**src/rtl/core/prpu_pkg.sv**
```systemverilog
`timescale 1ns / 1ps

package prpu_pkg;

  localparam int unsigned MAX_DIMENSION = 16384;
  localparam int unsigned ACC_W = 44;
  localparam int unsigned VBC_W = 6;
  localparam int unsigned DIM_W = 15;
  localparam int unsigned POS_W = 14;
  localparam int unsigned ADDR_W = 28;
  localparam int unsigned PIX_W = 16;
  localparam int unsigned QUEUE_DEPTH_DEFAULT = 4;

  localparam logic [DIM_W-1:0] MAX_DIM_VAL = DIM_W'(MAX_DIMENSION);
  localparam logic [DIM_W-1:0] WIDTH_RESET = 15'd4096;
  localparam logic [DIM_W-1:0] HEIGHT_RESET = 15'd2160;
  localparam logic [DIM_W-1:0] STRIDE_RESET = 15'd4096;
  localparam logic [VBC_W-1:0] ACC_BITS = 6'd44;
  localparam logic [4:0] DEPTH_12 = 5'd12;
  localparam logic [4:0] DEPTH_13 = 5'd13;
  localparam logic [12:0] MASK_12 = 13'h0FFF;
  localparam logic [12:0] MASK_13 = 13'h1FFF;

  typedef enum logic [1:0] {
    REG_BIT_DEPTH    = 2'd0,
    REG_FRAME_WIDTH  = 2'd1,
    REG_FRAME_HEIGHT = 2'd2,
    REG_LINE_STRIDE  = 2'd3
  } cfg_reg_t;

  typedef struct packed {
    logic             depth13;
    logic [DIM_W-1:0] width;
    logic [DIM_W-1:0] height;
    logic [DIM_W-1:0] stride;
  } cfg_t;

  typedef struct packed {
    logic [ACC_W-1:0] acc;
    logic [VBC_W-1:0] bits;
    logic [1:0]       pixels;
    logic             start;
  } entry_t;

  function automatic logic [DIM_W-1:0] sat_dim(input logic [DIM_W-1:0] v);
    logic [DIM_W-1:0] r;
    r = v;
    if (v == '0) begin
      r = DIM_W'(1);
    end else if (v > MAX_DIM_VAL) begin
      r = MAX_DIM_VAL;
    end
    return r;
  endfunction

  function automatic logic [4:0] pixel_bits(input logic depth13);
    return depth13 ? DEPTH_13 : DEPTH_12;
  endfunction

endpackage

```
**src/rtl/core/prpu_front.sv**
```systemverilog
`timescale 1ns / 1ps

module prpu_front (
  input  logic                  clk,
  input  logic                  rst,
  input  prpu_pkg::cfg_t        cfg,
  input  logic                  in_valid,
  output logic                  in_ready,
  input  logic [31:0]           data_word,
  input  logic [2:0]            byte_count,
  input  logic                  frame_start,
  input  logic                  full,
  output logic                  push,
  output prpu_pkg::entry_t      push_entry
);
  import prpu_pkg::*;

  logic [ACC_W-1:0] acc;
  logic [ACC_W-1:0] acc_base;
  logic [ACC_W-1:0] acc_next;
  logic [VBC_W-1:0] bits;
  logic [VBC_W-1:0] bits_base;
  logic [VBC_W-1:0] bits_after;
  logic [VBC_W-1:0] bits_next;
  logic [VBC_W:0]   bits_sum;
  logic [4:0]       d;
  logic [VBC_W-1:0] d1;
  logic [VBC_W-1:0] d2;
  logic [VBC_W-1:0] d3;
  logic [VBC_W-1:0] used;
  logic [1:0]       pixels;
  logic             accept;

  always_comb begin
    acc_base = frame_start ? '0 : acc;
    bits_base = frame_start ? '0 : bits;
    case (byte_count)
      3'd0: begin
        acc_next = acc_base;
        bits_sum = {1'b0, bits_base};
      end
      3'd1: begin
        acc_next = {acc_base[35:0], data_word[7:0]};
        bits_sum = {1'b0, bits_base} + 7'd8;
      end
      3'd2: begin
        acc_next = {acc_base[27:0], data_word[7:0], data_word[15:8]};
        bits_sum = {1'b0, bits_base} + 7'd16;
      end
      3'd3: begin
        acc_next = {acc_base[19:0], data_word[7:0], data_word[15:8], data_word[23:16]};
        bits_sum = {1'b0, bits_base} + 7'd24;
      end
      default: begin
        acc_next = {acc_base[11:0], data_word};
        bits_sum = {1'b0, bits_base} + 7'd32;
      end
    endcase
    bits_after = (bits_sum > {1'b0, ACC_BITS}) ? ACC_BITS : bits_sum[VBC_W-1:0];

    d = pixel_bits(cfg.depth13);
    d1 = VBC_W'(d);
    d2 = {d, 1'b0};
    d3 = d2 + d1;
    if (bits_after >= d3) begin
      pixels = 2'd3;
      used = d3;
    end else if (bits_after >= d2) begin
      pixels = 2'd2;
      used = d2;
    end else if (bits_after >= d1) begin
      pixels = 2'd1;
      used = d1;
    end else begin
      pixels = 2'd0;
      used = '0;
    end
    bits_next = bits_after - used;
  end

  assign in_ready = !full;
  assign accept = in_valid && in_ready;
  assign push = accept && ((pixels != 2'd0) || frame_start);
  assign push_entry = '{acc: acc_next, bits: bits_after, pixels: pixels, start: frame_start};

  always_ff @(posedge clk) begin
    if (rst) begin
      acc <= '0;
      bits <= '0;
    end else if (accept) begin
      acc <= acc_next;
      bits <= bits_next;
    end
  end

endmodule

```
**src/rtl/core/prpu_queue.sv**
```systemverilog
`timescale 1ns / 1ps

module prpu_queue #(
  parameter int unsigned DEPTH = prpu_pkg::QUEUE_DEPTH_DEFAULT
) (
  input  logic              clk,
  input  logic              rst,
  input  logic              push,
  input  prpu_pkg::entry_t  push_entry,
  output logic              full,
  input  logic              pop,
  output logic              head_valid,
  output prpu_pkg::entry_t  head
);
  import prpu_pkg::*;

  localparam int unsigned PTR_W = (DEPTH > 1) ? $clog2(DEPTH) : 1;
  localparam int unsigned CNT_W = $clog2(DEPTH + 1);

  entry_t           mem [DEPTH];
  logic [PTR_W-1:0] wr_ptr;
  logic [PTR_W-1:0] rd_ptr;
  logic [CNT_W-1:0] count;

  assign full = (count == CNT_W'(DEPTH));
  assign head_valid = (count != '0);
  assign head = mem[rd_ptr];

  always_ff @(posedge clk) begin
    if (rst) begin
      wr_ptr <= '0;
      rd_ptr <= '0;
      count <= '0;
    end else begin
      if (push) begin
        wr_ptr <= (wr_ptr == PTR_W'(DEPTH - 1)) ? '0 : wr_ptr + 1'b1;
      end
      if (pop) begin
        rd_ptr <= (rd_ptr == PTR_W'(DEPTH - 1)) ? '0 : rd_ptr + 1'b1;
      end
      case ({push, pop})
        2'b10:   count <= count + 1'b1;
        2'b01:   count <= count - 1'b1;
        default: count <= count;
      endcase
    end
  end

  always_ff @(posedge clk) begin
    if (push) begin
      mem[wr_ptr] <= push_entry;
    end
  end

endmodule

```
**src/rtl/core/prpu_back.sv**
```systemverilog
`timescale 1ns / 1ps

module prpu_back (
  input  logic                            clk,
  input  logic                            rst,
  input  prpu_pkg::cfg_t                  cfg,
  input  logic                            head_valid,
  input  prpu_pkg::entry_t                head,
  output logic                            pop,
  output logic                            out_valid,
  input  logic                            out_ready,
  output logic [prpu_pkg::PIX_W-1:0]      pixel_value,
  output logic [prpu_pkg::POS_W-1:0]      pixel_row,
  output logic [prpu_pkg::POS_W-1:0]      pixel_column,
  output logic [prpu_pkg::ADDR_W-1:0]     pixel_address,
  output logic                            last_of_run,
  output logic                            frame_complete
);
  import prpu_pkg::*;

  typedef struct packed {
    logic [PIX_W-1:0]  value;
    logic [POS_W-1:0]  row;
    logic [POS_W-1:0]  col;
    logic [ADDR_W-1:0] product;
    logic              last;
    logic              done;
  } stage_t;

  logic [DIM_W-1:0]   row;
  logic [POS_W-1:0]   col;
  logic               finished;
  logic [1:0]         pix_idx;
  stage_t             s1;
  logic               s1_valid;

  logic               clear;
  logic               eff_fin;
  logic [DIM_W-1:0]   eff_row;
  logic [POS_W-1:0]   eff_col;
  logic [4:0]         d;
  logic [VBC_W-1:0]   offset;
  logic [VBC_W-1:0]   pos;
  logic [ACC_W-1:0]   shifted;
  logic [12:0]        pix;
  logic [PIX_W-1:0]   value;
  logic [DIM_W-1:0]   col_inc;
  logic [DIM_W-1:0]   row_inc;
  logic [2*DIM_W-1:0] product;
  logic               wrap;
  logic               done;
  logic               last_px;
  logic               skip;
  logic               stop;
  logic               emit;
  logic               s1_ready;
  logic               s2_load;

  always_comb begin
    clear = head.start && (pix_idx == 2'd0);
    eff_fin = clear ? 1'b0 : finished;
    eff_row = clear ? '0 : row;
    eff_col = clear ? '0 : col;

    d = pixel_bits(cfg.depth13);
    case (pix_idx)
      2'd0:    offset = VBC_W'(d);
      2'd1:    offset = {d, 1'b0};
      default: offset = {d, 1'b0} + VBC_W'(d);
    endcase
    pos = head.bits - offset;
    shifted = head.acc >> pos;
    pix = shifted[12:0] & (cfg.depth13 ? MASK_13 : MASK_12);
    value = cfg.depth13 ? {pix, 3'b000} : {pix[11:0], 4'b0000};

    col_inc = {1'b0, eff_col} + 1'b1;
    row_inc = eff_row + 1'b1;
    wrap = (col_inc >= cfg.width);
    done = wrap && (row_inc >= cfg.height);
    last_px = (pix_idx == head.pixels - 2'd1) || done;
    product = eff_row * cfg.stride;

    skip = (head.pixels == 2'd0) || eff_fin;
    stop = !skip && (eff_row >= cfg.height);
    s2_load = s1_valid && (!out_valid || out_ready);
    s1_ready = !s1_valid || s2_load;
    emit = head_valid && !skip && !stop && s1_ready;
    pop = head_valid && (skip || stop || (emit && last_px));
  end

  always_ff @(posedge clk) begin
    if (rst) begin
      row <= '0;
      col <= '0;
      finished <= 1'b0;
      pix_idx <= '0;
      s1_valid <= 1'b0;
      out_valid <= 1'b0;
    end else begin
      if (head_valid && (skip || stop)) begin
        row <= eff_row;
        col <= eff_col;
        finished <= eff_fin || stop;
        pix_idx <= '0;
      end else if (emit) begin
        row <= wrap ? row_inc : eff_row;
        col <= wrap ? '0 : col_inc[POS_W-1:0];
        finished <= done;
        pix_idx <= last_px ? 2'd0 : pix_idx + 2'd1;
      end
      if (s1_ready) begin
        s1_valid <= emit;
      end
      if (s2_load) begin
        out_valid <= 1'b1;
      end else if (out_ready) begin
        out_valid <= 1'b0;
      end
    end
  end

  always_ff @(posedge clk) begin
    if (s1_ready && emit) begin
      s1 <= '{value: value, row: eff_row[POS_W-1:0], col: eff_col,
              product: product[ADDR_W-1:0], last: last_px, done: done};
    end
    if (s2_load) begin
      pixel_value <= s1.value;
      pixel_row <= s1.row;
      pixel_column <= s1.col;
      pixel_address <= s1.product + ADDR_W'(s1.col);
      last_of_run <= s1.last;
      frame_complete <= s1.done;
    end
  end

endmodule

```
**src/rtl/core/packed_raw_pixel_unpacker_core.sv**
```systemverilog
`timescale 1ns / 1ps

// Unpacks 12-bit or 13-bit raw pixels, MSB first, from packed 32-bit words and
// reports each one left-justified to 16 bits with its row, column and
// row * stride + column address. A word with byte_count of four is appended
// whole; one to three bytes are appended as a tail, first byte most
// significant. The front end takes one transaction per cycle while its entry
// queue has room, and the back end sends one pixel per cycle while out_ready
// does not stall its single extraction and output path. A transaction that
// only starts a frame yields no pixel. After it is accepted, the first pixel
// of a transaction passes through the entry queue, the address multiply
// register and the output register. Pixels past width times height are
// dropped until the next frame_start. Geometry and depth registers must be
// written only while the block is idle; the block itself does not enforce it.
module packed_raw_pixel_unpacker_core #(
  parameter int unsigned QUEUE_DEPTH = prpu_pkg::QUEUE_DEPTH_DEFAULT
) (
  input  logic                            clk,
  input  logic                            rst,
  input  logic                            cfg_write,
  input  logic [1:0]                      cfg_index,
  input  logic [prpu_pkg::DIM_W-1:0]      cfg_data,
  input  logic                            in_valid,
  output logic                            in_ready,
  input  logic [31:0]                     data_word,
  input  logic [2:0]                      byte_count,
  input  logic                            frame_start,
  output logic                            out_valid,
  input  logic                            out_ready,
  output logic [prpu_pkg::PIX_W-1:0]      pixel_value,
  output logic [prpu_pkg::POS_W-1:0]      pixel_row,
  output logic [prpu_pkg::POS_W-1:0]      pixel_column,
  output logic [prpu_pkg::ADDR_W-1:0]     pixel_address,
  output logic                            last_of_run,
  output logic                            frame_complete
);
  import prpu_pkg::*;

  cfg_t   cfg;
  logic   full;
  logic   push;
  entry_t push_entry;
  logic   pop;
  logic   head_valid;
  entry_t head;

  always_ff @(posedge clk) begin
    if (rst) begin
      cfg <= '{depth13: 1'b0, width: WIDTH_RESET, height: HEIGHT_RESET,
               stride: STRIDE_RESET};
    end else if (cfg_write) begin
      case (cfg_reg_t'(cfg_index))
        REG_BIT_DEPTH:    cfg.depth13 <= cfg_data[0];
        REG_FRAME_WIDTH:  cfg.width <= sat_dim(cfg_data);
        REG_FRAME_HEIGHT: cfg.height <= sat_dim(cfg_data);
        REG_LINE_STRIDE:  cfg.stride <= sat_dim(cfg_data);
        default: ;
      endcase
    end
  end

  prpu_front u_front (
    .clk        (clk),
    .rst        (rst),
    .cfg        (cfg),
    .in_valid   (in_valid),
    .in_ready   (in_ready),
    .data_word  (data_word),
    .byte_count (byte_count),
    .frame_start(frame_start),
    .full       (full),
    .push       (push),
    .push_entry (push_entry)
  );

  prpu_queue #(
    .DEPTH(QUEUE_DEPTH)
  ) u_queue (
    .clk       (clk),
    .rst       (rst),
    .push      (push),
    .push_entry(push_entry),
    .full      (full),
    .pop       (pop),
    .head_valid(head_valid),
    .head      (head)
  );

  prpu_back u_back (
    .clk           (clk),
    .rst           (rst),
    .cfg           (cfg),
    .head_valid    (head_valid),
    .head          (head),
    .pop           (pop),
    .out_valid     (out_valid),
    .out_ready     (out_ready),
    .pixel_value   (pixel_value),
    .pixel_row     (pixel_row),
    .pixel_column  (pixel_column),
    .pixel_address (pixel_address),
    .last_of_run   (last_of_run),
    .frame_complete(frame_complete)
  );

endmodule

```
**config.mk**
```make
export PLATFORM = sky130hd
export DESIGN_NAME = packed_raw_pixel_unpacker_core
export DESIGN_NICKNAME = d
export VERILOG_FILES = /design/src/rtl/core/prpu_pkg.sv /design/src/rtl/core/prpu_front.sv /design/src/rtl/core/prpu_queue.sv /design/src/rtl/core/prpu_back.sv /design/src/rtl/core/packed_raw_pixel_unpacker_core.sv
export SDC_FILE = /design/constraint.sdc
export NUM_CORES = 1
export LEC_CHECK = 0
export BUFFER_PORTS_ARGS = -buffer_cell sky130_fd_sc_hd__buf_2
export CAP_MARGIN = 20
export CORE_MARGIN = 2
export CORE_UTILIZATION = 33
export CTS_CLUSTER_SIZE = 14
export DETAILED_ROUTE_END_ITERATION = 10
export GPL_ROUTABILITY_DRIVEN = 0
export GPL_TIMING_DRIVEN = 0
export SYNTH_ARGS = -nofsm -noshare
export SYNTH_HDL_FRONTEND = slang
export SYNTH_SLANG_ARGS = --single-unit
```
**constraint.sdc**
```tcl
create_clock -name clk -period 8.3 [get_ports clk]
set_input_delay 2.075 -clock clk [delete_from_list [all_inputs] [get_ports clk]]
set_output_delay 2.075 -clock clk [all_outputs]
set_load 0.01 [all_outputs]
```
==> summary.txt <==
========================================================================================
Result of the run .........................................................    completed
Mean cell area of the mapped netlist ......................................    10.72 µm²
Gate family responsible for the most delay along the worst path ...........  adder cells
Crit path max fanout ......................................................           10
Total number of vias ......................................................        24220
Achievable frequency ......................................................    125.0 MHz
Die Footprint .............................................................   100600 µm²
Worst path required time ..................................................      8.68 ns
Setup skew after layout ...................................................   0.06969 ns
Slack of the critical path ................................................    0.2983 ns
Crit share post-route .....................................................       96.41%
End point of the worst hold path .......................................... u_back.pixel_row[9]$_DFFE_PP_
Largest cells by area after synthesis ..................................... sky130_fd_sc_hd__edfxtp_1 (33%), sky130_fd_sc_hd__fa_1 (11%), sky130_fd_sc_hd__dfxtp_1 (8.6%)
Drt total wl ..............................................................     95.85 mm
Overall track demand over capacity in global routing ......................       18.92%
Final routed wire length divided by cell count ............................     21.17 µm
Clk root buf .............................................................. sky130_fd_sc_hd__clkbuf_16
DRC .......................................................................            0
Nature of the critical path endpoint ......................................     register
Flip-flop and latch count after synthesis .................................          493
Cell taking the most area after synthesis ................................. sky130_fd_sc_hd__edfxtp_1
Maximum number of pins on one net before global-route repair ..............           68
Post-route antenna net violation count ....................................            0
RSZ-0062 raised after global routing ......................................         true
Crit-path most repeated cell .............................................. sky130_fd_sc_hd__fa_1
Growth of design area from synthesis to finish ............................       13.50%
Floorplan die width .......................................................     317.2 µm
Antenna violations before repair ..........................................            8
Total power per unit cell area ............................................ 310.5 nW/µm²
Area share of the largest cell type after synthesis .......................       32.84%
Reported leakage power ....................................................     15.16 nW
Final Slew Violations .....................................................            0
Ratio of cells with drive above 1 in the final layout .....................       13.87%
Violation count after the first detailed-route iteration ..................         2524
Critical register-to-register path endpoint ............................... u_back.s1[29]$_DFFE_PP_
Launch instance of the worst min-delay path ............................... u_back.s1[53]$_DFFE_PP_
Count of final setup violators ............................................            0
Cts bufs inserted .........................................................           54
Net count, final ..........................................................         3603
Primary FF master, synth .................................................. sky130_fd_sc_hd__edfxtp_1
CTS HTree Levels ..........................................................            2
Min Tclk post-route .......................................................     8.002 ns
Insertion delay to the later sink of the worst-skew pair ..................      0.66 ns
Worst slew margin relative to its limit ...................................       22.34%
Clock tree from TritonCTS .................................................        built
Starting density of the core ..............................................       33.37%
Most frequent cells after synthesis ....................................... sky130_fd_sc_hd__nand2_1 (364), sky130_fd_sc_hd__edfxtp_1 (354), sky130_fd_sc_hd__inv_1 (275)
Total half-perimeter wirelength after legalization and detailed placement .     72.49 mm
Transition time of the tightest slew-check pin ............................     1.160 ns
Count leader, synth ....................................................... sky130_fd_sc_hd__nand2_1
Largest voltage drop on the vdd net .......................................    0.2404 mV
Crit path DAT .............................................................      8.38 ns
Hold path depth ...........................................................            0
Number of fill cells ......................................................         9525
Total global routing overflow .............................................            0
R2R setup slack ...........................................................      0.30 ns
Clock Path Buffers ........................................................            3
Type of the setup path with the least slack ............................... register to register
Number of library cell types mapped by synthesis ..........................           76
Ratio of routed vias to standard cells ....................................        5.349
Class of the tightest hold or removal check ............................... register to register
Number of maximum-capacitance constraint violations .......................            0
Global-route wire length before repair ....................................     145.1 mm
Minimum setup slack after placement .......................................   -0.7416 ns
CP peak stage delay .......................................................      0.55 ns
Die Span Y ................................................................     317.2 µm
Antenna Diode Count .......................................................            0
DR pass1 iterations .......................................................            6
Number of port buffers ....................................................          129
Count of flip-flops with a built-in enable after synthesis ................          354
CP Launch Type ............................................................     register
Synth Warn # ..............................................................            0
Final Instance Count excl. Fillers ........................................         4527
Fraction of registers with async set or reset after synthesis .............           0%
Placed cells ..............................................................         4431
Number of instances in the synthesized netlist ............................         3019
Clock sink total ..........................................................          493
Cell with the largest stage delay on the worst path ....................... sky130_fd_sc_hd__mux4_2
Rows ......................................................................          114
FF-to-FF path depth .......................................................           27
Vias in the first global route ............................................        23680
Clock slew at reported path FFs ...........................................      0.06 ns
Number of placed I/O pins .................................................          134
Portion of the post-synthesis area used by sequential elements ............       41.44%
Area of the mapped netlist ................................................    32370 µm²
Crit path buffers/inverters ...............................................            7
Final Hold Viols ..........................................................            0
Total core area ...........................................................    96990 µm²
========================================================================================
worst max path at each step:
| stage | start | to | slack [ns] | cells past startpoint |
|---|---|---|---|---|
| floorplan | register | u_back.s1[29]$_DFFE_PP_ | 1.18 | 27 |
| global placement | byte_count[0] | u_queue.mem[1][10]$_DFFE_PP_ | -0.96 | 17 |
| detailed placement | register | u_back.s1[29]$_DFFE_PP_ | -0.74 | 27 |
| CTS | register | u_back.s1[29]$_DFFE_PP_ | 0.002 | 26 |
| global route | register | u_back.s1[29]$_DFFE_PP_ | -0.05 | 25 |
| finish | register | u_back.s1[29]$_DFFE_PP_ | 0.30 | 27 |
metrics by stage:
stage / hold slack, ns / utilization (%) / setup TNS (ns) / cell area (µm²) / total power, mW
floorplan: 0.4003 / - / 0 / 32380 / 7.069
detailed placement: 0.4072 / 35.80 / -1.921 / 34720 / 8.687
global route: 0.4295 / 37.88 / -0.05449 / 36740 / 12.01
finish: 0.4217 / 37.88 / 0 / 36740 / 11.41
CTS: 0.4238 / 37.84 / 0 / 36710 / 11.35
global placement: 0.4038 / 35.69 / -200.04 / 34620 / 8.647
area by class of cell:
type / instances / area, µm² / area share [%]
repair buffers: 135 / 733.2 / 1.996
plain buffers: 173 / 729.5 / 1.985
multi-input cells: 2071 / 17260 / 46.97
inverters: 278 / 1044 / 2.840
clock buffers: 65 / 1476 / 4.019
well taps: 1276 / 1597 / 4.346
flip-flops and latches: 493 / 13410 / 36.51
clock inverters: 36 / 491.7 / 1.338
registers in the layout (all words and copies together), names as in the netlist, named ones only:
signal,flops
u_back.pix_idx,2
u_back.row,15
cfg,46
u_back.s1_valid,1
u_front.bits,6
u_queue.mem,212
u_back.pixel_row,14
u_back.out_valid,1
u_back.pixel_column,14
u_queue.rd_ptr,2
u_back.s1,71
u_queue.count,3
u_queue.wr_ptr,2
u_front.acc,44
u_back.col,14
u_back.last_of_run,1
u_back.finished,1
u_back.pixel_value,13
u_back.pixel_address,28
u_back.frame_complete,1
per-layer routing:
metal,up-vias,share of wire [%],GRT usage (%)
met5,-,0.065,0
met4,10,3.2,5.933
met3,192,9.2,4.193
met2,1123,42,28.21
met1,11870,45,27.30
li1,11020,-,-
where the power goes:
| group | internal (mW) | switching (mW) |
|---|---|---|
| Clock | 1.56 | 1.09 |
| Combinational | 1.88 | 3.20 |
| Sequential | 3.42 | 0.256 |
| Total | 6.86 | 4.55 |
kinds of logic after synthesis:
logic type / share of synthesized area [%]
muxes: 10.67
adders and majority gates: 17.07
and+or+nand+nor: 13.68
DFF: 41.44
buffers and inverters: 5.474
AOI/OAI and AO/OA: 9.003
xor gates and xnor gates: 2.652
other: 0.01159
placed cells by master (no fill, tap or decap), types with 17 or more instances in the layout:
cell type / count
sky130_fd_sc_hd__clkbuf_1: 126
sky130_fd_sc_hd__a21o_1: 37
sky130_fd_sc_hd__nand3_1: 46
sky130_fd_sc_hd__nand2_1: 364
sky130_fd_sc_hd__a21oi_1: 182
sky130_fd_sc_hd__mux4_2: 85
sky130_fd_sc_hd__inv_1: 275
sky130_fd_sc_hd__dfxtp_1: 139
sky130_fd_sc_hd__mux2_2: 78
sky130_fd_sc_hd__fa_1: 171
sky130_fd_sc_hd__clkbuf_16: 56
sky130_fd_sc_hd__mux2i_1: 66
sky130_fd_sc_hd__buf_2: 143
sky130_fd_sc_hd__and2_1: 38
sky130_fd_sc_hd__o211ai_1: 17
sky130_fd_sc_hd__nand2b_1: 22
sky130_fd_sc_hd__nor2_1: 175
sky130_fd_sc_hd__nand4_1: 20
sky130_fd_sc_hd__nor3_1: 38
sky130_fd_sc_hd__and3_1: 145
sky130_fd_sc_hd__a22oi_1: 31
sky130_fd_sc_hd__xor2_1: 34
sky130_fd_sc_hd__edfxtp_1: 354
sky130_fd_sc_hd__ha_1: 168
sky130_fd_sc_hd__o21ai_0: 78
sky130_fd_sc_hd__nor2b_1: 33
sky130_fd_sc_hd__xnor2_1: 64
what timing repair did:
item / CTS / global route
buffers inserted: 0 / 0
endpoints found under the hold margin: 0 / 0
setup endpoints to repair: 6 / 4
gates resized for setup: 13 / 21
cloned: 0 / 0
pin swaps: 0 / 1
hold buffers: 0 / 0
Power figures use the tool's default switching activity.
